$ cat config.mk
export PLATFORM = sky130hd
export DESIGN_NAME = ohs_front
export DESIGN_NICKNAME = d
export VERILOG_FILES = /design/src/ohs_pkg.sv /design/src/ohs_front.sv
export SDC_FILE = /design/constraint.sdc
export NUM_CORES = 1
export LEC_CHECK = 0
export BUFFER_PORTS_ARGS = -buffer_cell sky130_fd_sc_hd__buf_2
export CORE_AREA = 2 2 100 102
export DETAILED_ROUTE_END_ITERATION = 12
export DIE_AREA = 0 0 102 104
export GPL_TIMING_DRIVEN = 0
export PLACE_DENSITY = 0.84
export SLEW_MARGIN = 30
export SYNTH_ARGS = -nofsm -noshare
export SYNTH_HDL_FRONTEND = slang
export SYNTH_SLANG_ARGS = --single-unit
$ cat constraint.sdc
create_clock -name vclk -period 23.6
set_input_delay 7.08 -clock vclk [all_inputs]
set_output_delay 7.08 -clock vclk [all_outputs]
set_load 0.02 [all_outputs]
$ cat src/ohs_pkg.sv
// shared types, codes and hash function of the open-addressing hash set
package ohs_pkg;

  // operation codes of a request
  typedef enum logic [1:0] {
    OP_INSERT = 2'd0,
    OP_DELETE = 2'd1,
    OP_TEST   = 2'd2,
    OP_NONE   = 2'd3
  } op_t;

  // slot status codes
  localparam logic [1:0] ST_EMPTY = 2'd0;
  localparam logic [1:0] ST_LIVE  = 2'd1;
  localparam logic [1:0] ST_TOMB  = 2'd2;

  localparam int KEY_W  = 64;
  localparam int HASH_W = 16;
  localparam int LIVE_W = 10;

  // classified request held in the queue
  typedef struct packed {
    logic [1:0]        op;
    logic [KEY_W-1:0]  key;
    logic [HASH_W-1:0] hash;
  } req_t;

  // h = 3h + byte over all bytes equals the sum of byte i times 3^i, kept modulo 2^16;
  // summed as a tree of pairs; any power-of-two size masks it
  function automatic logic [HASH_W-1:0] hash16(input logic [KEY_W-1:0] k);
    logic [HASH_W-1:0] b [8];
    logic [HASH_W-1:0] s [4];
    logic [HASH_W-1:0] q [2];
    for (int i = 0; i < 8; i++) begin
      b[i] = HASH_W'(k[8*i +: 8]);
    end
    for (int j = 0; j < 4; j++) begin
      s[j] = b[2*j] + HASH_W'(3) * b[2*j+1];
    end
    for (int j = 0; j < 2; j++) begin
      q[j] = s[2*j] + HASH_W'(9) * s[2*j+1];
    end
    return q[0] + HASH_W'(81) * q[1];
  endfunction

  // log2 of the largest power of two not above either bound
  function automatic int start_log(input int s, input int m);
    int lg;
    lg = 0;
    while (lg < 16 && (2 << lg) <= s && (2 << lg) <= m) begin
      lg++;
    end
    return lg;
  endfunction

endpackage

$ cat src/ohs_front.sv
// front end: masks the key, hashes it and hands the request to the queue
module ohs_front #(
  parameter int KEY_BYTES = 8
) (
  input  logic               in_valid,
  output logic               in_ready,
  input  logic [1:0]         in_op,
  input  logic [63:0]        in_key,
  input  logic               clearing,
  output logic               push_valid,
  input  logic               push_ready,
  output ohs_pkg::req_t      push_data
);

  localparam logic [63:0] KEY_MASK = (KEY_BYTES >= 8) ? {64{1'b1}} :
                                     ((64'd1 << (8 * KEY_BYTES)) - 64'd1);

  logic [63:0] key_m;

  // no transaction taken while the table is being cleared
  assign in_ready   = push_ready & ~clearing;
  assign push_valid = in_valid & ~clearing;

  // classify the request
  always_comb begin
    key_m          = in_key & KEY_MASK;
    push_data.op   = in_op;
    push_data.key  = key_m;
    push_data.hash = ohs_pkg::hash16(key_m);
  end

endmodule

; After elaboration in Yosys (flattened, before gate mapping)
; Cells that the tools add are included.
[totals]
register_bits = 0
latch_bits = 0
ram_bits = 0
mem_bits_ro = 0
in_bits = 69
out_inout_bits = 84
wordCells = 17
mem_count = 0
[op_classes]
addsub = 7
multipliers = 7
div_mod_pow = 0
order_cmp = 0
n_eq_ne = 0
shift = 0
n_mux = 0
n_bitwise = 3
n_reduce_logical = 0
[op_table]
columns = operator, n
row1 = $add A8 B10 Y11, 4
row2 = $mul A2 B8 Y10 const A, 4
row3 = $add A11 B15 Y16, 2
row4 = $mul A4 B11 Y15 const A, 2
row5 = $add A16 B16 Y16, 1
row6 = $mul A7 B16 Y16 const A, 1
row7 = $and A1 B1 Y1, 2
row8 = $not A1 Y1, 1

; Depth between registers and ports, before layout
[logic_depth]
ltp_word = 6
mapped_depth = 32
depth_no_buf = 32

; Least setup slack after synthesis
; No wires, ideal clock.
[synth_path]
kind = input port to output port
start = input in_key[49]
end = output push_data[15] in the netlist's numbering
arrival_time_ns = 14.665
required_time_ns = 16.520
path_slack_ns = 1.855
cell_stages = 29
n_path_buf = 0
path_cell_list = inv_1 fa_1 inv_1 ha_1 fa_1 inv_1 fa_1 inv_1 fa_1 ha_1 fa_1 ha_1 a21o_1 xor2_1 ha_1 ha_1 inv_1 fa_1 inv_1 fa_1 fa_1 ha_1 ha_1 a21oi_1 nand3_1 o211ai_1 o211ai_1 xnor2_1 xnor2_1
[synth_lines]
columns = item, line_no
row1 = "start, declared", ohs_front.sv:8  ; input logic [63:0] in_key,
row2 = "end, declared", ohs_front.sv:12  ; output ohs_pkg::req_t push_data

==> flow_metrics.env <==
export IMPL_status="completed"
export IMPL_cp_required_ps=16520
export IMPL_grt_pass1_vias=4016
export IMPL_syn_mean_instance_area_um2=9.42
export IMPL_firstDrtPassIters=4
export IMPL_period_needed_ps=22600
export IMPL_post_cts_setup_buffers=0
export IMPL_syn2layout_area_growth_pct=17.8
export IMPL_path_max_fanout=5
export IMPL_clock_buffers=0
export IMPL_worstMarginPinSlew_ps=502
export IMPL_wire_per_inst_um=12.1
export IMPL_grt_overflow_total=0
export IMPL_seqCellArea_um2=0
export IMPL_synthCells=550
export IMPL_hold_path_depth=2
export IMPL_portBuffers=151
export IMPL_crit_arrival_ps=15520
export IMPL_num_vias=4105
export IMPL_timing_fmax_mhz=44.3
export IMPL_synth_top_area_cell="fa_1"
export IMPL_antenna_found_initial=0
export IMPL_seq_cells=0
export IMPL_drt_total_wl_um=10100
export IMPL_finalHoldViolations=0
export IMPL_yosysUniqueCellTypes=42
export IMPL_relSlewSlack=0.657
export IMPL_antenna_cells=0
export IMPL_die_area_um2=10600
export IMPL_synth_area_top_cells="fa_1 (31%), ha_1 (29%), buf_4 (9.6%)"
export IMPL_first_iter_violations=144
export IMPL_path_class="input pin to primary output"
export IMPL_maxSlewViolCount=0
export IMPL_grt_pass1_wl_um=17200
export IMPL_yosysSeqAreaShare=0
export IMPL_track_usage=0.194
export IMPL_rows=36
export IMPL_start_util=0.543
export IMPL_core_area_um2=9550
export IMPL_utilization=0.639
export IMPL_hpwl_um=9540
export IMPL_hp_start="in_op[0]"
export IMPL_drive_above_1_share=0.325
export IMPL_crit_slowest_cell="fa_1"
export IMPL_synth_nets=817
export IMPL_synth_top_area_share=0.305
export IMPL_drc=0
export IMPL_die_h_um=104
export IMPL_postRouteAntennaNets=0
export IMPL_tns_ps=0
export IMPL_min_path_type="input pin to primary output"
export IMPL_rsz0062_at_grt="false"
export IMPL_drt_vias_per_instance=4.92
export IMPL_gp_congestion=0.838
export IMPL_min_to="push_data[80]"
export IMPL_slowest_delay_ps=550
export IMPL_hold_buffers=0
export IMPL_fp_dieW_um=102
export IMPL_nNetsFinal=970
export IMPL_io_pins=153
export IMPL_ys_warn_count=0
export IMPL_worstSetupStartpointType="input pin"
export IMPL_netlist_area_um2=5180
export IMPL_cap_viol_max_count=0
export IMPL_fin_crit_sh=0.958
export IMPL_end_kind="primary output"
export IMPL_setup_viol=0
export IMPL_n_fill_cell=768
export IMPL_grt_max_degree=10
export IMPL_postCtsResizedCells=0
-- placed cells by master (no fill, tap or decap), drive strengths merged, types with 2 or more instances in the layout --
master     n
o21bai     9
xnor2     28
a31oi      2
nor3       3
inv      114
o21ai     12
nor2      11
ha       119
and3       3
nor2b      2
a21o      15
a211oi     2
o21a       4
o211ai     4
nand2     10
buf      217
nand3      6
fa        79
or4        2
nand2b     4
a21oi     27
a2111oi    3
xor2      14
-- kinds of logic after synthesis --
kind of cell	share of synthesized area
AO/OA/AOI/OAI	0.113
XOR/XNOR	0.0724
adder cells (fa/ha/maj)	0.592
buffers and inverters	0.178
AND/OR/NAND/NOR	0.0439
-- worst max-delay path by stage --
stage                     startpoint  depth (start not counted)  slack, ps       endpoint
after floorplan           in_key[49]                         29       1860  push_data[15]
after global placement    in_key[49]                         31       1140  push_data[15]
after detailed placement  in_key[56]                         31       1080  push_data[15]
after CTS                 in_key[56]                         31       1050  push_data[15]
after global routing      in_key[56]                         32        660  push_data[15]
final                     in_key[49]                         32       1000  push_data[15]
-- layout make-up --
type                            instances  area (um^2)  area share
Multi-Input combinational cell        370         4260       0.698
Inverter                              114          428      0.0701
Buffer                                 66          495      0.0811
Timing Repair Buffer                  151          756       0.124
Tap cell                              133          166      0.0273
-- worst max-delay path: cells and delay by family --
kind,cells,cell delay (ps)
compound gates,3,810
fa+ha+maj,14,5600
simple gates,1,120
buf+inv,9,630
xor+xnor,5,1280
-- synth_stat cells --
| cell type | instances |
|---|---|
| a211oi_1 | 1 |
| o21ai_2 | 1 |
| o2111ai_1 | 1 |
| nand2b_1 | 4 |
| or4_1 | 2 |
| nand2_1 | 9 |
| nor4b_1 | 1 |
| a211oi_2 | 1 |
| o221a_2 | 1 |
| and3_1 | 3 |
| a2111oi_2 | 1 |
| nand4_1 | 1 |
| a21oi_1 | 26 |
| nor2_1 | 11 |
| o211ai_1 | 3 |
| nor2b_1 | 2 |
| buf_4 | 66 |
| o21bai_1 | 9 |
| nand2_2 | 1 |
| a21oi_4 | 1 |
| nor3_1 | 3 |
| o31a_1 | 1 |
| nor3b_1 | 1 |
| o211ai_2 | 1 |
| and2_2 | 1 |
| xor2_1 | 14 |
| o21a_1 | 4 |
| o21ai_0 | 11 |
| a31oi_1 | 2 |
| xnor2_2 | 1 |
| a2111oi_0 | 2 |
| nand3_1 | 6 |
| a21o_1 | 14 |
| a31o_2 | 1 |
| fa_1 | 79 |
| ha_1 | 119 |
| o311ai_0 | 1 |
| inv_1 | 114 |
| o221ai_1 | 1 |
| xnor2_1 | 27 |
| a21o_2 | 1 |
| a221o_1 | 1 |
-- per-stage QoR --
stage          area [um^2]  setup WS [ps]  hold WS (ps)  instances
2_1_floorplan         5180           1860         14240        550
3_3_place_gp          6110           1140         14380        834
3_5_place_dp          6110           1080         14380        834
4_1_cts               6110           1050         14380        834
5_1_grt               6110            662         14400        834
6_report              6110           1000         14380        834
-- layer usage --
layer | track usage | routed length, um
met4 | 0.0181 | 121
met2 | 0.361 | 5450
met5 | 0 | 0
met1 | 0.258 | 4300
met3 | 0.00336 | 256
Power is left out: the tool's default activity adds up to more than one toggle a clock period on the data nets, which glitch-free logic cannot reach.
