<file path="src/ohs_pkg.sv">
// shared types, codes and hash function of the open-addressing hash set
package ohs_pkg;

  // operation codes of a request
  typedef enum logic [1:0] {
    OP_INSERT = 2'd0,
    OP_DELETE = 2'd1,
    OP_TEST   = 2'd2,
    OP_NONE   = 2'd3
  } op_t;

  // slot status codes
  localparam logic [1:0] ST_EMPTY = 2'd0;
  localparam logic [1:0] ST_LIVE  = 2'd1;
  localparam logic [1:0] ST_TOMB  = 2'd2;

  localparam int KEY_W  = 64;
  localparam int HASH_W = 16;
  localparam int LIVE_W = 10;

  // classified request held in the queue
  typedef struct packed {
    logic [1:0]        op;
    logic [KEY_W-1:0]  key;
    logic [HASH_W-1:0] hash;
  } req_t;

  // h = 3h + byte over all bytes equals the sum of byte i times 3^i, kept modulo 2^16;
  // summed as a tree of pairs; any power-of-two size masks it
  function automatic logic [HASH_W-1:0] hash16(input logic [KEY_W-1:0] k);
    logic [HASH_W-1:0] b [8];
    logic [HASH_W-1:0] s [4];
    logic [HASH_W-1:0] q [2];
    for (int i = 0; i < 8; i++) begin
      b[i] = HASH_W'(k[8*i +: 8]);
    end
    for (int j = 0; j < 4; j++) begin
      s[j] = b[2*j] + HASH_W'(3) * b[2*j+1];
    end
    for (int j = 0; j < 2; j++) begin
      q[j] = s[2*j] + HASH_W'(9) * s[2*j+1];
    end
    return q[0] + HASH_W'(81) * q[1];
  endfunction

  // log2 of the largest power of two not above either bound
  function automatic int start_log(input int s, input int m);
    int lg;
    lg = 0;
    while (lg < 16 && (2 << lg) <= s && (2 << lg) <= m) begin
      lg++;
    end
    return lg;
  endfunction

endpackage

</file>
<file path="src/ohs_queue.sv">
// two-entry request queue between front and back
module ohs_queue (
  input  logic          clk,
  input  logic          rst_n,
  input  logic          push_valid,
  output logic          push_ready,
  input  ohs_pkg::req_t push_data,
  output logic          pop_valid,
  input  logic          pop_ready,
  output ohs_pkg::req_t pop_data
);

  ohs_pkg::req_t mem_r [2];
  logic       wp_r, wp_nxt;
  logic       rp_r, rp_nxt;
  logic [1:0] cnt_r, cnt_nxt;
  logic       push, pop;

  assign push_ready = (cnt_r != 2'd2);
  assign pop_valid  = (cnt_r != 2'd0);
  assign pop_data   = mem_r[rp_r];
  assign push       = push_valid & push_ready;
  assign pop        = pop_valid & pop_ready;

  // pointer and count update
  always_comb begin
    wp_nxt  = wp_r ^ push;
    rp_nxt  = rp_r ^ pop;
    cnt_nxt = cnt_r + {1'b0, push} - {1'b0, pop};
  end

  always_ff @(posedge clk) begin
    if (!rst_n) begin
      wp_r  <= 1'b0;
      rp_r  <= 1'b0;
      cnt_r <= 2'd0;
    end else begin
      wp_r  <= wp_nxt;
      rp_r  <= rp_nxt;
      cnt_r <= cnt_nxt;
    end
  end

  // entry storage
  always_ff @(posedge clk) begin
    if (push) begin
      mem_r[wp_r] <= push_data;
    end
  end

endmodule

</file>
<file path="config.mk">
export PLATFORM = sky130hd
export DESIGN_NAME = ohs_queue
export DESIGN_NICKNAME = d
export VERILOG_FILES = /design/src/ohs_pkg.sv /design/src/ohs_queue.sv
export SDC_FILE = /design/constraint.sdc
export NUM_CORES = 1
export LEC_CHECK = 0
export BUFFER_PORTS_ARGS = -buffer_cell sky130_fd_sc_hd__clkbuf_2
export CAP_MARGIN = 30
export CORE_MARGIN = 8
export CORE_UTILIZATION = 52
export DETAILED_ROUTE_END_ITERATION = 10
export GPL_ROUTABILITY_DRIVEN = 0
export PLACE_DENSITY = 0.79
export SYNTH_ARGS = -nofsm -noshare
export SYNTH_HDL_FRONTEND = slang
export SYNTH_SLANG_ARGS = --single-unit
</file>
<file path="constraint.sdc">
create_clock -name clk -period 3.6 [get_ports clk]
set_input_delay 0.72 -clock clk [delete_from_list [all_inputs] [get_ports clk]]
set_output_delay 0.72 -clock clk [all_outputs]
set_load 0.05 [all_outputs]
</file>
* Word level (Yosys, flattened, before mapping)
Memories as Yosys holds them, arrays and structs flattened. A register that Yosys moved wholly into a read port is not among the register bits.
Cells that the tools add are included.
** Operators by class
- Muxes and demuxes :: 3
- $add $sub $neg :: 2
- Reductions and logical operators :: 1
- Bitwise gates (word level) :: 4
- Equality and inequality tests :: 1
** Operator list (number)
- $mux W1 :: 3
- $add A2 B1 Y2 :: 1
- $and A1 B1 Y1 :: 2
- $ne A2 B2 Y1 const B :: 1
- $reduce_bool A2 Y1 :: 1
- $sub A2 B1 Y2 :: 1
- $xor A1 B1 Y1 :: 2
** Word-level totals
- Memories kept :: 1
- Register bits after elaboration :: 4
- RAM bits :: 164
- Output and inout bits :: 84
- Input bits :: 86
- Word-level logic and storage cells :: 15
** Memories
- mem_r :: depth 2, width 82, read ports 1, clocked after Yosys merged registers in 1, wr ports 1, line ohs_queue.sv:13 : ohs_pkg::req_t mem_r [2];

* Depth between registers and ports, before layout
Gate-level depths: netlist of run 1.
- Depth after elaboration :: 4
- Depth in mapped cells :: 6
- Gate-level depth less buffers :: 6

* Worst setup path after synthesis of run 1
OpenSTA, ideal clock, no wires.
- Kind :: register -> register
- From :: register cnt_r[0]
- To :: memory mem_r[0][0] (netlist name), enable pin
- Required time :: 3.150 ns
- Data arrival time :: 3.036 ns
- Path buffers :: 0
- Library setup time :: 0.450 ns
- Stages on the path, launching flop included :: 4
- Period minus slack after synthesis :: 3.486 ns
- Setup slack :: 0.114 ns
- Cells stage by stage :: dfxtp_1 -> nand2b_1 -> and2_1 -> ha_1
** On the way
- Word-level cells in the longest chain between the ends :: 4
** RTL lines
- start, declared :: line ohs_queue.sv:16 : logic [1:0] cnt_r, cnt_nxt;
- start signal, assigned :: line ohs_queue.sv:40 : cnt_r <= cnt_nxt;
- $ne A2 B2 Y1 :: line ohs_queue.sv:19 : assign push_ready = (cnt_r != 2'd2);
- via push_ready :: line ohs_queue.sv:6 : output logic push_ready,
- $and A1 B1 Y1 :: line ohs_queue.sv:22 : assign push = push_valid & push_ready;
- $mux W1 :: line ohs_queue.sv:46 : if (push) begin
- $mux W1 (not written as such) :: line ohs_queue.sv:47 : mem_r[wp_r] <= push_data;
- end, declared :: line ohs_queue.sv:13
The timed path passes the listed nets, and every way through them passes these cells.

==> metrics.log, run 1 <==
[metrics] drt first pass iters: 4
[metrics] achievable frequency: 355 MHz
[metrics] share of final-layout standard cells stronger than drive strength 1: 0.597
[metrics] die extent in x: 125 um
[metrics] PwrDens: 787 nW/um2
[metrics] global route total overflow: 0
[metrics] Final Hold Viols: 0
[metrics] Setup crit end kind: primary output
[metrics] ys async rst share: 0
[metrics] leading cell types by count after synthesis: 164 x edfxtp_1, 82 x mux2_2, 9 x buf_6
[metrics] cts bufs inserted: 17
[metrics] setup TNS after final layout: 0 ns
[metrics] Adder-Cell Fraction of Synth Area: 0.00403
[metrics] hold bufs inserted after CTS: 0
[metrics] synthesized-area fraction occupied by ao, oa, aoi and oai cells: 0.00584
[metrics] sequential fraction of the synthesis area: 0.809
[metrics] Post-synth EDFFs: 164
[metrics] input/output buffers: 169
[metrics] site row count: 40
[metrics] vias in the first global route: 3586
[metrics] Yosys warning count: 0
[metrics] category of the worst setup path launch point: flop
[metrics] crit-path max FO: 42
[metrics] Cell Count Post-Placement: 594
[metrics] proportion of synthesized area in mux cells: 0.150
[metrics] final standard cell count with taps included and fillers excluded: 626
[metrics] leak pwr: 0.00295 uW
[metrics] number of antenna violations at the first check in global routing: 0
[metrics] post-synthesis simple-gate area fraction: 0.0129
[metrics] remaining max-slew budget at the tightest pin: 0.590
[metrics] number of standard cells after synthesis: 284
[metrics] total of max-cap violations: 0
[metrics] total setup violations reported at the end of the flow: 0
[metrics] boundary pin count: 170
[metrics] clock tree skew after final layout: 0.00595 ns
[metrics] clock-pin slew reported for the worst setup and hold paths after clock tree synthesis: 0.06 ns
[metrics] antenna diode count: 0
[metrics] most used standard cell by instance count after synthesis: edfxtp_1
[metrics] count of distinct cell types in the synthesized netlist: 21
[metrics] top cell type by total area after synthesis: edfxtp_1
[metrics] post-route ant nets: 0
[metrics] Detail Placement HPWL: 7870 um
[metrics] routed via count: 3188
[metrics] clock tree buffer depth: 2
[metrics] post-CTS repair timing setup buffer count: 0
[metrics] standard cell core area: 11900 um2
[metrics] setup repair after global routing missed its margin: false
[metrics] root buffer selected by CTS: clkbuf_16
[metrics] floorplan die height: 125 um
[metrics] net count of the mapped netlist: 372
[metrics] post-layout min period: 2.82 ns
[metrics] wire length after detailed routing: 11600 um
[metrics] full die area: 15700 um2
[metrics] first-iteration detailed-routing DRC count: 226
[metrics] wire length of the first global-routing pass: 18200 um
[metrics] overall fraction of global-route tracks in use: 0.152
[metrics] fraction of synthesized cell area taken by the top area cell type: 0.793
[metrics] post-synthesis sequential element count: 169
[metrics] total power consumption of the routed design: 6140 uW
[metrics] dpl cell area: 7220 um2
[metrics] area added between synthesis and finish: 25.7%
[metrics] largest family of logic cells by synthesized area: multiplexers
[metrics] number of nets in the layout: 554
[metrics] CTS H-Tree Depth: 4
[metrics] run status: complete, no violations
[metrics] netlist area before placement: 6210 um2
[metrics] Tightest Pin Transition: 0.615 ns
[metrics] largest vdd supply drop: 411 uV
[metrics] clock latency at the later pin of the worst-skew pair: 0.41 ns
[metrics] Area contributors post-synth: edfxtp_1 79%, mux2_2 15%, buf_6 1.6%
[metrics] pin count of the biggest net entering global routing: 45
[metrics] Post-Route Utilization: 0.659
[metrics] crit share post-route: 0.783
[metrics] summed area of non-filler cells in the final layout: 7810 um2
[metrics] leading register cell type out of synthesis: edfxtp_1
[metrics] CTS tree: yes
[metrics] crit path DAT: 2.10 ns
[metrics] synthesized area per cell: 21.9 um2
[metrics] post-DR wirelength/cell: 18.6 um
[metrics] max-slew violation count: 0
[metrics] XOR/XNOR share of the synthesized area: 0.00141
[metrics] final-layout fill cell count: 834
[metrics] number of resized instances in the post-cts repair step: 0
[metrics] startpoint-to-endpoint class of the critical path: flop to primary output
[metrics] DR DRC count: 0
[metrics] endpoint required time on the critical path: 2.88 ns
[metrics] class of the most critical hold timing path: primary input to flop
[metrics] Sinks on Clock Net: 169
[metrics] initial standard-cell utilization of the core: 0.524
[metrics] number of vias per cell: 5.09
==> path summary, 6_finish.rpt <==
path                            start                endpoint  slack (ns)  depth (start not counted)
setup reg to reg  cnt_r[0]$_SDFF_PN0_  mem_r[0][11]$_DFFE_PP_        1.58                          4
hold / removal          push_data[75]  mem_r[1][75]$_DFFE_PP_        0.49                          1
hold reg to reg       rp_r$_SDFF_PN0_                    flop        0.59                          2
setup / recovery                 flop             pop_data[4]        0.78                          3
==> flip-flops by register name (all words and copies together) (netlist names), named ones only <==
signal / cells
cnt_r: 2
mem_r: 164
rp_r: 1
wp_r: 1
==> layout by cell type, fill, tap and decap left out, drive strengths merged <==
cell type / n
clkbuf: 189
edfxtp: 164
mux2: 82
dfxtp: 5
clkinv: 5
and2: 4
clkinvlp: 4
bufinv: 3
buf: 3
nor2b: 2
o21ai: 2
nor2: 2
ha: 2
or2: 1
nand2b: 1
inv: 1
a211oi: 1
nand3: 1
xnor2: 1
and3: 1
or2b: 1
nand2: 1
a21bo: 1
a32oi: 1
mux2i: 1
==> logic make-up after synthesis <==
kind of cell / Yosys count
flops: 169
mux: 83
simple gates: 14
buf+inv: 10
compound gates: 5
fa+ha+maj: 2
xor+xnor: 1
==> final cells by class <==
class                   instances  area, um2  area share
flip-flops and latches        169       5030       0.644
multi-input cells             105       1100       0.141
repair buffers                172        906       0.116
clock buffers                  20        437      0.0559
well taps                     147        184      0.0235
clock inverters                12        151      0.0194
inverters                       1       3.75    0.000481
==> critical path: stages, from the launching register on <==
cell and delay [ns]:
dfxtp_4 0.72, buf_12 0.31, mux2_2 0.38, clkbuf_2 0.24
==> layer usage <==
metal,part of all wire,track usage
met1,0.39,0.162
met2,0.50,0.255
met3,0.086,0.0718
met4,0.018,0.0673
met5,0,0
==> metrics by stage <==
step	hold slack (ns)	setup slack, ns
3_3_place_gp	0.563	1.18
2_1_floorplan	0.526	0.114
4_1_cts	0.473	0.718
5_1_grt	0.472	0.650
6_report	0.492	0.783
3_5_place_dp	0.584	1.15
==> power breakdown <==
group,internal (uW),switching (uW)
clock,1090,692
combinational,511,1310
sequential,2440,109
Power figures use the tool's default switching activity.
==> run 2, diff against run 1 <==
--- a/config.mk
+++ b/config.mk
@@ -5,13 +5,14 @@
 export SDC_FILE = /design/constraint.sdc
 export NUM_CORES = 1
 export LEC_CHECK = 0
+export ABC_AREA = 1
 export BUFFER_PORTS_ARGS = -buffer_cell sky130_fd_sc_hd__clkbuf_2
 export CAP_MARGIN = 30
 export CORE_MARGIN = 8
-export CORE_UTILIZATION = 52
+export CORE_UTILIZATION = 47
 export DETAILED_ROUTE_END_ITERATION = 10
 export GPL_ROUTABILITY_DRIVEN = 0
-export PLACE_DENSITY = 0.79
+export PLACE_DENSITY = 0.75
 export SYNTH_ARGS = -nofsm -noshare
 export SYNTH_HDL_FRONTEND = slang
 export SYNTH_SLANG_ARGS = --single-unit
==> constraint.sdc (replaced) <==
create_clock -name clk -period 2.55 [get_ports clk]
set_input_delay 0.51 -clock clk [delete_from_list [all_inputs] [get_ports clk]]
set_output_delay 0.51 -clock clk [all_outputs]
set_load 0.05 [all_outputs]
==> metrics.log, run 2 <==
[metrics] class of the most critical hold timing path: primary input to flop (unchanged)
[metrics] synthesized area per cell: 22.5 um2 (was 21.9 um2)
[metrics] share of final-layout standard cells stronger than drive strength 1: 0.600 (was 0.597)
[metrics] category of the worst setup path launch point: flop (unchanged)
[metrics] endpoint required time on the critical path: 2.04 ns (was 2.88 ns)
[metrics] commonest cells after routing, fill and taps aside: 169 x clkbuf_2, 164 x edfxtp_1, 80 x mux2_4 (was 169 x clkbuf_2, 164 x edfxtp_1, 82 x mux2_2)
[metrics] startpoint-to-endpoint class of the critical path: flop to primary output (unchanged)
[metrics] Cell Chain, Critical Path: buf_4 -> mux2_2 -> clkbuf_2 (was buf_12 -> mux2_2 -> clkbuf_2)
[metrics] Final Hold Viols: 0 (unchanged)
[metrics] wire length of the first global-routing pass: 18300 um (was 18200 um)
[metrics] Gate power share: 0.365 (was 0.296)
[metrics] leading cell types by count after synthesis: 164 x edfxtp_1, 80 x mux2_4, 9 x inv_1, 9 x nand2_1 (was 164 x edfxtp_1, 82 x mux2_2, 9 x buf_6)
[metrics] cell with the largest stage delay on the worst path: dfxtp_4 (unchanged)
[metrics] sequential share of power: 0.381 (was 0.414)
[metrics] leak pwr: 0.00330 uW (was 0.00295 uW)
[metrics] number of vias per cell: 4.74 (was 5.09)
[metrics] initial standard-cell utilization of the core: 0.476 (was 0.524)
[metrics] CTS tree: yes (unchanged)
[metrics] clock-pin slew reported for the worst setup and hold paths after clock tree synthesis: 0.06 ns (about the same)
[metrics] DR DRC count: 0 (unchanged)
[metrics] post-synthesis sequential element count: 169 (unchanged)
[metrics] Area contributors post-synth: edfxtp_1 75%, mux2_4 18%, buf_12 2.4% (was edfxtp_1 79%, mux2_2 15%, buf_6 1.6%)
[metrics] standard cell core area: 13800 um2 (was 11900 um2)
[metrics] Tightest Pin Transition: 0.392 ns (was 0.615 ns)
[metrics] family of cells with the greatest summed delay on the critical path: buffers and inverters (was flip-flops)
[metrics] number of standard cells after synthesis: 291 (was 284)
[metrics] top cell type by total area after synthesis: edfxtp_1 (unchanged)
[metrics] crit path DAT: 1.82 ns (was 2.10 ns)
[metrics] setup TNS after final layout: 0 ns (unchanged)
[metrics] clock latency at the later pin of the worst-skew pair: 0.41 ns (about the same)
[metrics] run status: complete, no violations (unchanged)
[metrics] depth of the critical timing path with buffers and inverters included: 3 (unchanged)
[metrics] global route total overflow: 0 (unchanged)
[metrics] die extent in x: 134 um (was 125 um)
[metrics] number of nets in the layout: 567 (was 554)
[metrics] post-route ant nets: 0 (unchanged)
[metrics] largest stage delay on the critical path: 0.52 ns (was 0.72 ns)
[metrics] clock tree skew after final layout: 0.00778 ns (was 0.00595 ns)
[metrics] routed via count: 3187 (was 3188)
[metrics] leading register cell type out of synthesis: edfxtp_1 (unchanged)
[metrics] worst slack on hold paths: 0.283 ns (was 0.492 ns)
[metrics] largest vdd supply drop: 628 uV (was 411 uV)
[metrics] commonest non-fill, non-tap cell in the layout: clkbuf_2 (unchanged)
[metrics] total setup violations reported at the end of the flow: 0 (unchanged)
[metrics] max-slew violation count: 0 (unchanged)
[metrics] input/output buffers: 169 (unchanged)
[metrics] clock network fraction of total power: 0.254 (was 0.289)
[metrics] total of max-cap violations: 0 (unchanged)
[metrics] PwrDens: 1200 nW/um2 (was 787 nW/um2)
[metrics] crit share post-route: 0.915
[metrics] antenna diode count: 0 (unchanged)
[metrics] largest registers: mem_r x164, cnt_r x2 (unchanged)
[metrics] flip-flop count of the largest register after layout: 164 (unchanged)
[metrics] Reg with most FFs: mem_r (unchanged)
[metrics] Internal Pwr Total: 6280 uW (was 4030 uW)
[metrics] setup repair after global routing missed its margin: false (unchanged)
[metrics] net switching power figure: 3600 uW (was 2110 uW)
[metrics] Sinks on Clock Net: 169 (unchanged)
[metrics] Post-synth EDFFs: 164 (unchanged)
[metrics] post-layout min period: 2.33 ns
[metrics] wire length after detailed routing: 12000 um (was 11600 um)
[metrics] post-CTS repair timing setup buffer count: 0 (unchanged)
[metrics] site row count: 43 (was 40)
[metrics] clock tree buffer depth: 2 (unchanged)
[metrics] pin count of the biggest net entering global routing: 55 (was 45)
[metrics] Yosys warning count: 0 (unchanged)
[metrics] vias in the first global route: 3517 (was 3586)
[metrics] net count of the mapped netlist: 379 (was 372)
[metrics] hold bufs inserted after CTS: 0 (unchanged)
[metrics] Detail Placement HPWL: 8430 um (was 7870 um)
[metrics] root buffer selected by CTS: clkbuf_16 (unchanged)
[metrics] sequential fraction of the synthesis area: 0.766 (was 0.809)
[metrics] first-iteration detailed-routing DRC count: 162 (was 226)
[metrics] worst min-delay path startpoint: push_data[46] (was push_data[75])
[metrics] overall fraction of global-route tracks in use: 0.133 (was 0.152)
[metrics] netlist area before placement: 6560 um2 (was 6210 um2)
[metrics] count of distinct cell types in the synthesized netlist: 13 (was 21)
[metrics] achievable frequency: 428 MHz
[metrics] CTS H-Tree Depth: 4 (unchanged)
[metrics] floorplan die height: 134 um (was 125 um)
[metrics] post-DR wirelength/cell: 17.8 um (was 18.6 um)
[metrics] cts bufs inserted: 17 (unchanged)
[metrics] Setup crit end kind: primary output (unchanged)
[metrics] R2R Path Start: cnt_r[0]$_SDFF_PN0_ (unchanged)
[metrics] Post-Route Utilization: 0.596 (was 0.659)
[metrics] drt first pass iters: 5 (was 4)
[metrics] number of antenna violations at the first check in global routing: 2 (was 0)
[metrics] remaining max-slew budget at the tightest pin: 0.738 (was 0.590)
[metrics] instance count along the most critical hold path: 1 (unchanged)
[metrics] full die area: 18000 um2 (was 15700 um2)
[metrics] number of buffer and inverter stages on the critical path: 2 (unchanged)
[metrics] fraction of synthesized cell area taken by the top area cell type: 0.751 (was 0.793)
[metrics] area added between synthesis and finish: 25.1% (was 25.7%)
[metrics] most used standard cell by instance count after synthesis: edfxtp_1 (unchanged)
[metrics] ys async rst share: 0 (unchanged)
[metrics] boundary pin count: 170 (unchanged)
[metrics] Sw Ratio: 0.365 (was 0.343)
[metrics] number of resized instances in the post-cts repair step: 0 (unchanged)
[metrics] final-layout fill cell count: 1032 (was 834)
[metrics] depth of the worst register-to-register path: 6 (was 4)
[metrics] crit-path max FO: 13 (was 42)
==> run 2: worst register-to-register path: cells and delay by family, from the launching register on <==
| family | cells | cell delay, ns |
|---|---|---|
| fa+ha+maj | 1 | 0.36 |
| simple gates | 2 | 0.22 |
| flops | 1 | 0.35 |
| buf+inv | 3 | 0.50 |
==> run 2: path summary, 6_finish.rpt <==
path | to | slack [ns]
max | pop_data[0] | 0.22
min | mem_r[0][46]$_DFFE_PP_ | 0.28
max reg2reg | mem_r[0][55]$_DFFE_PP_ | 0.81
min reg2reg | rp_r$_SDFF_PN0_ | 0.51
==> run 2: stage by stage <==
step	setup WS, ns	instances	area [um2]	total power (uW)
2_1_floorplan	0.0527	291	6570	6810
3_3_place_gp	0.659	640	7620	7410
3_5_place_dp	0.634	640	7620	7480
4_1_cts	0.175	672	8210	10000
5_1_grt	0.130	672	8210	10300
6_report	0.216	672	8210	9880
==> run 2: logic make-up after synthesis <==
logic type,after synthesis,synth area share
xor gates and xnor gates,1,0.00134
buffers and inverters,18,0.0313
DFF,169,0.766
AOI/OAI and AO/OA,1,0.000762
adders and majority gates,2,0.00381
muxes,82,0.186
and+or+nand+nor,18,0.0105
==> run 2: final cells by class <==
cell class | count | area (um2) | share of cell area
sequential | 169 | 5030 | 0.613
multi-input combinational | 104 | 1350 | 0.165
timing repair buffer | 178 | 976 | 0.119
clock buffer | 21 | 470 | 0.0573
tap | 180 | 225 | 0.0274
clock inverter | 11 | 120 | 0.0146
inverter | 9 | 33.8 | 0.00412
==> run 2: power groups by stage <==
stage,combinational [uW],sequential [uW],clock [uW]
2_1_floorplan,3050,3760,0
4_1_cts,3660,3770,2570
5_1_grt,3790,3800,2670
3_5_place_dp,3650,3820,0
6_report,3610,3760,2510
3_3_place_gp,3620,3790,0
==> run 2: routing by layer <==
metal	up-vias	share of wire	track usage
li1	1502	-	-
met1	1547	0.40	0.149
met2	120	0.50	0.219
met3	14	0.084	0.0557
met4	4	0.017	0.0580
met5	-	0.0023	0
==> run 3, diff against run 2 <==
--- a/config.mk
+++ b/config.mk
@@ -8,11 +8,10 @@
 export ABC_AREA = 1
 export BUFFER_PORTS_ARGS = -buffer_cell sky130_fd_sc_hd__clkbuf_2
 export CAP_MARGIN = 30
-export CORE_MARGIN = 8
-export CORE_UTILIZATION = 47
+export CORE_UTILIZATION = 53
 export DETAILED_ROUTE_END_ITERATION = 10
 export GPL_ROUTABILITY_DRIVEN = 0
-export PLACE_DENSITY = 0.75
+export PLACE_DENSITY = 0.8
 export SYNTH_ARGS = -nofsm -noshare
 export SYNTH_HDL_FRONTEND = slang
 export SYNTH_SLANG_ARGS = --single-unit
==> constraint.sdc (replaced) <==
create_clock -name clk -period 2.6 [get_ports clk]
set_input_delay 0.52 -clock clk [delete_from_list [all_inputs] [get_ports clk]]
set_output_delay 0.52 -clock clk [all_outputs]
set_load 0.05 [all_outputs]
==> metrics.log, run 3 (synthesis results as in run 2) <==
[metrics] clock tree buffer depth: 2 (unchanged)
[metrics] post-route ant nets: 0 (unchanged)
[metrics] first-iteration detailed-routing DRC count: 120 (was 162)
[metrics] cts bufs inserted: 17 (unchanged)
[metrics] standard cell core area: 12100 um2 (was 13800 um2)
[metrics] max-slew violation count: 0 (unchanged)
[metrics] number of vias per cell: 4.86 (was 4.74)
[metrics] total setup violations reported at the end of the flow: 0 (unchanged)
[metrics] slack of the worst reg-to-reg path: 0.75 ns (was 0.81 ns)
[metrics] category of the worst setup path launch point: flop (unchanged)
[metrics] Setup crit end kind: primary output (unchanged)
[metrics] commonest non-fill, non-tap cell in the layout: clkbuf_2 (unchanged)
[metrics] wire length after detailed routing: 10600 um (was 12000 um)
[metrics] number of nets in the layout: 565 (was 567)
[metrics] antenna diode count: 0 (unchanged)
[metrics] site row count: 40 (was 43)
[metrics] depth of the worst register-to-register path: 6 (unchanged)
[metrics] area added between synthesis and finish: 24.4% (was 25.1%)
[metrics] routed via count: 3199 (was 3187)
[metrics] initial standard-cell utilization of the core: 0.544 (was 0.476)
[metrics] worst r2r dst: mem_r[0][1]$_DFFE_PP_ (was mem_r[0][55]$_DFFE_PP_)
[metrics] share of final-layout standard cells stronger than drive strength 1: 0.590 (was 0.600)
[metrics] PwrDens: 1180 nW/um2 (was 1200 nW/um2)
[metrics] WHS Endpoint: mem_r[1][12]$_DFFE_PP_ (was mem_r[0][46]$_DFFE_PP_)
[metrics] flip-flop count of the largest register after layout: 164 (unchanged)
[metrics] drt first pass iters: 4 (was 5)
[metrics] CTS tree: yes (unchanged)
[metrics] worst min-delay path startpoint: push_data[12] (was push_data[46])
[metrics] number of resized instances in the post-cts repair step: 0 (unchanged)
[metrics] commonest cells after routing, fill and taps aside: 169 x clkbuf_2, 164 x edfxtp_1, 80 x mux2_4 (unchanged)
[metrics] overall fraction of global-route tracks in use: 0.168 (was 0.133)
[metrics] Detail Placement HPWL: 7250 um (was 8430 um)
[metrics] hold bufs inserted after CTS: 0 (unchanged)
[metrics] post-layout min period: 2.36 ns
[metrics] setup TNS after final layout: 0 ns (unchanged)
[metrics] Final Hold Viols: 0 (unchanged)
[metrics] total of max-cap violations: 0 (unchanged)
[metrics] startpoint-to-endpoint class of the critical path: flop to primary output (unchanged)
[metrics] run status: complete, no violations (unchanged)
[metrics] largest vdd supply drop: 655 uV (was 628 uV)
[metrics] clock latency at the later pin of the worst-skew pair: 0.42 ns (was 0.41 ns)
[metrics] vias in the first global route: 3169 (was 3517)
[metrics] crit path DAT: 1.84 ns (was 1.82 ns)
[metrics] input/output buffers: 169 (unchanged)
[metrics] die extent in x: 113 um (was 134 um)
[metrics] wire length of the first global-routing pass: 15600 um (was 18300 um)
[metrics] leak pwr: 0.00328 uW (was 0.00330 uW)
[metrics] crit share post-route: 0.907
[metrics] post-CTS repair timing setup buffer count: 0 (unchanged)
[metrics] largest registers: mem_r x164, cnt_r x2 (unchanged)
[metrics] Reg with most FFs: mem_r (unchanged)
[metrics] instance count along the most critical hold path: 1 (unchanged)
[metrics] final-layout fill cell count: 818 (was 1032)
[metrics] post-DR wirelength/cell: 16.0 um (was 17.8 um)
[metrics] global route total overflow: 0 (unchanged)
[metrics] Sinks on Clock Net: 169 (unchanged)
[metrics] clock-pin slew reported for the worst setup and hold paths after clock tree synthesis: 0.06 ns (about the same)
[metrics] boundary pin count: 170 (unchanged)
[metrics] number of antenna violations at the first check in global routing: 0 (was 2)
[metrics] setup repair after global routing missed its margin: false (unchanged)
[metrics] achievable frequency: 424 MHz
[metrics] pin count of the biggest net entering global routing: 43 (was 55)
[metrics] R2R Path Start: cnt_r[0]$_SDFF_PN0_ (unchanged)
[metrics] class of the most critical hold timing path: primary input to flop (unchanged)
[metrics] CTS H-Tree Depth: 4 (unchanged)
[metrics] Tightest Pin Transition: 0.521 ns (was 0.392 ns)
[metrics] full die area: 12800 um2 (was 18000 um2)
[metrics] endpoint required time on the critical path: 2.08 ns (was 2.04 ns)
[metrics] post-route setup slack: 0.242 ns (was 0.216 ns)
[metrics] root buffer selected by CTS: clkbuf_16 (unchanged)
[metrics] crit-path max FO: 42 (was 13)
[metrics] dpl ws: 0.599 ns (was 0.634 ns)
[metrics] DR DRC count: 0 (unchanged)
[metrics] floorplan die height: 113 um (was 134 um)
[metrics] remaining max-slew budget at the tightest pin: 0.653 (was 0.738)
[metrics] clock tree skew after final layout: 0.00439 ns (was 0.00778 ns)
## run 3: area by class of cell
cell class	instances	area [um2]	share of cell area
multi-input combinational	104	1350	0.166
tap	168	210	0.0258
sequential	169	5030	0.616
clock inverter	13	151	0.0186
clock buffer	19	433	0.0531
timing repair buffer	176	948	0.116
inverter	9	33.8	0.00414
## run 3: critical path, cell delays in order (launching register included)
cell and delay (ns):
dfxtp_4 0.49, buf_12 0.33, mux2_4 0.34, clkbuf_2 0.24
## run 3: routing by layer
metal  share of wire  vias up  track usage
met3           0.053       22       0.0525
met4           0.027        0       0.0974
li1                -     1509            -
met2            0.51      114        0.280
met1            0.41     1554        0.194
met5               0        -            0
## run 3: stage by stage
| stage | cell area, um2 | hold slack, ns | instances | total power (uW) | util |
|---|---|---|---|---|---|
| 2_1_floorplan | 6570 | 0.467 | 291 | 6680 | - |
| 3_3_place_gp | 7570 | 0.482 | 626 | 7200 | 0.628 |
| 3_5_place_dp | 7570 | 0.518 | 626 | 7270 | 0.628 |
| 4_1_cts | 8160 | 0.267 | 658 | 9750 | 0.676 |
| 5_1_grt | 8160 | 0.266 | 658 | 9970 | 0.676 |
| 6_report | 8160 | 0.290 | 658 | 9630 | 0.676 |
## run 3: worst max-delay path by stage
stage,from,cells after the start,endpoint
floorplan,cnt_r[0]$_SDFF_PN0_,4,mem_r[1][0]$_DFFE_PP_
global placement,push_valid,5,mem_r[0][5]$_DFFE_PP_
detailed placement,push_valid,5,mem_r[0][10]$_DFFE_PP_
CTS,flop,3,pop_data[76]
global route,flop,3,pop_data[69]
finish,flop,3,pop_data[71]
## run 3: power by group
group | total (uW) | switching, uW | internal, uW
clock | 2460 | 956 | 1500
sequential | 3680 | 147 | 3540
combinational | 3490 | 2380 | 1110
total | 9630 | 3490 | 6150
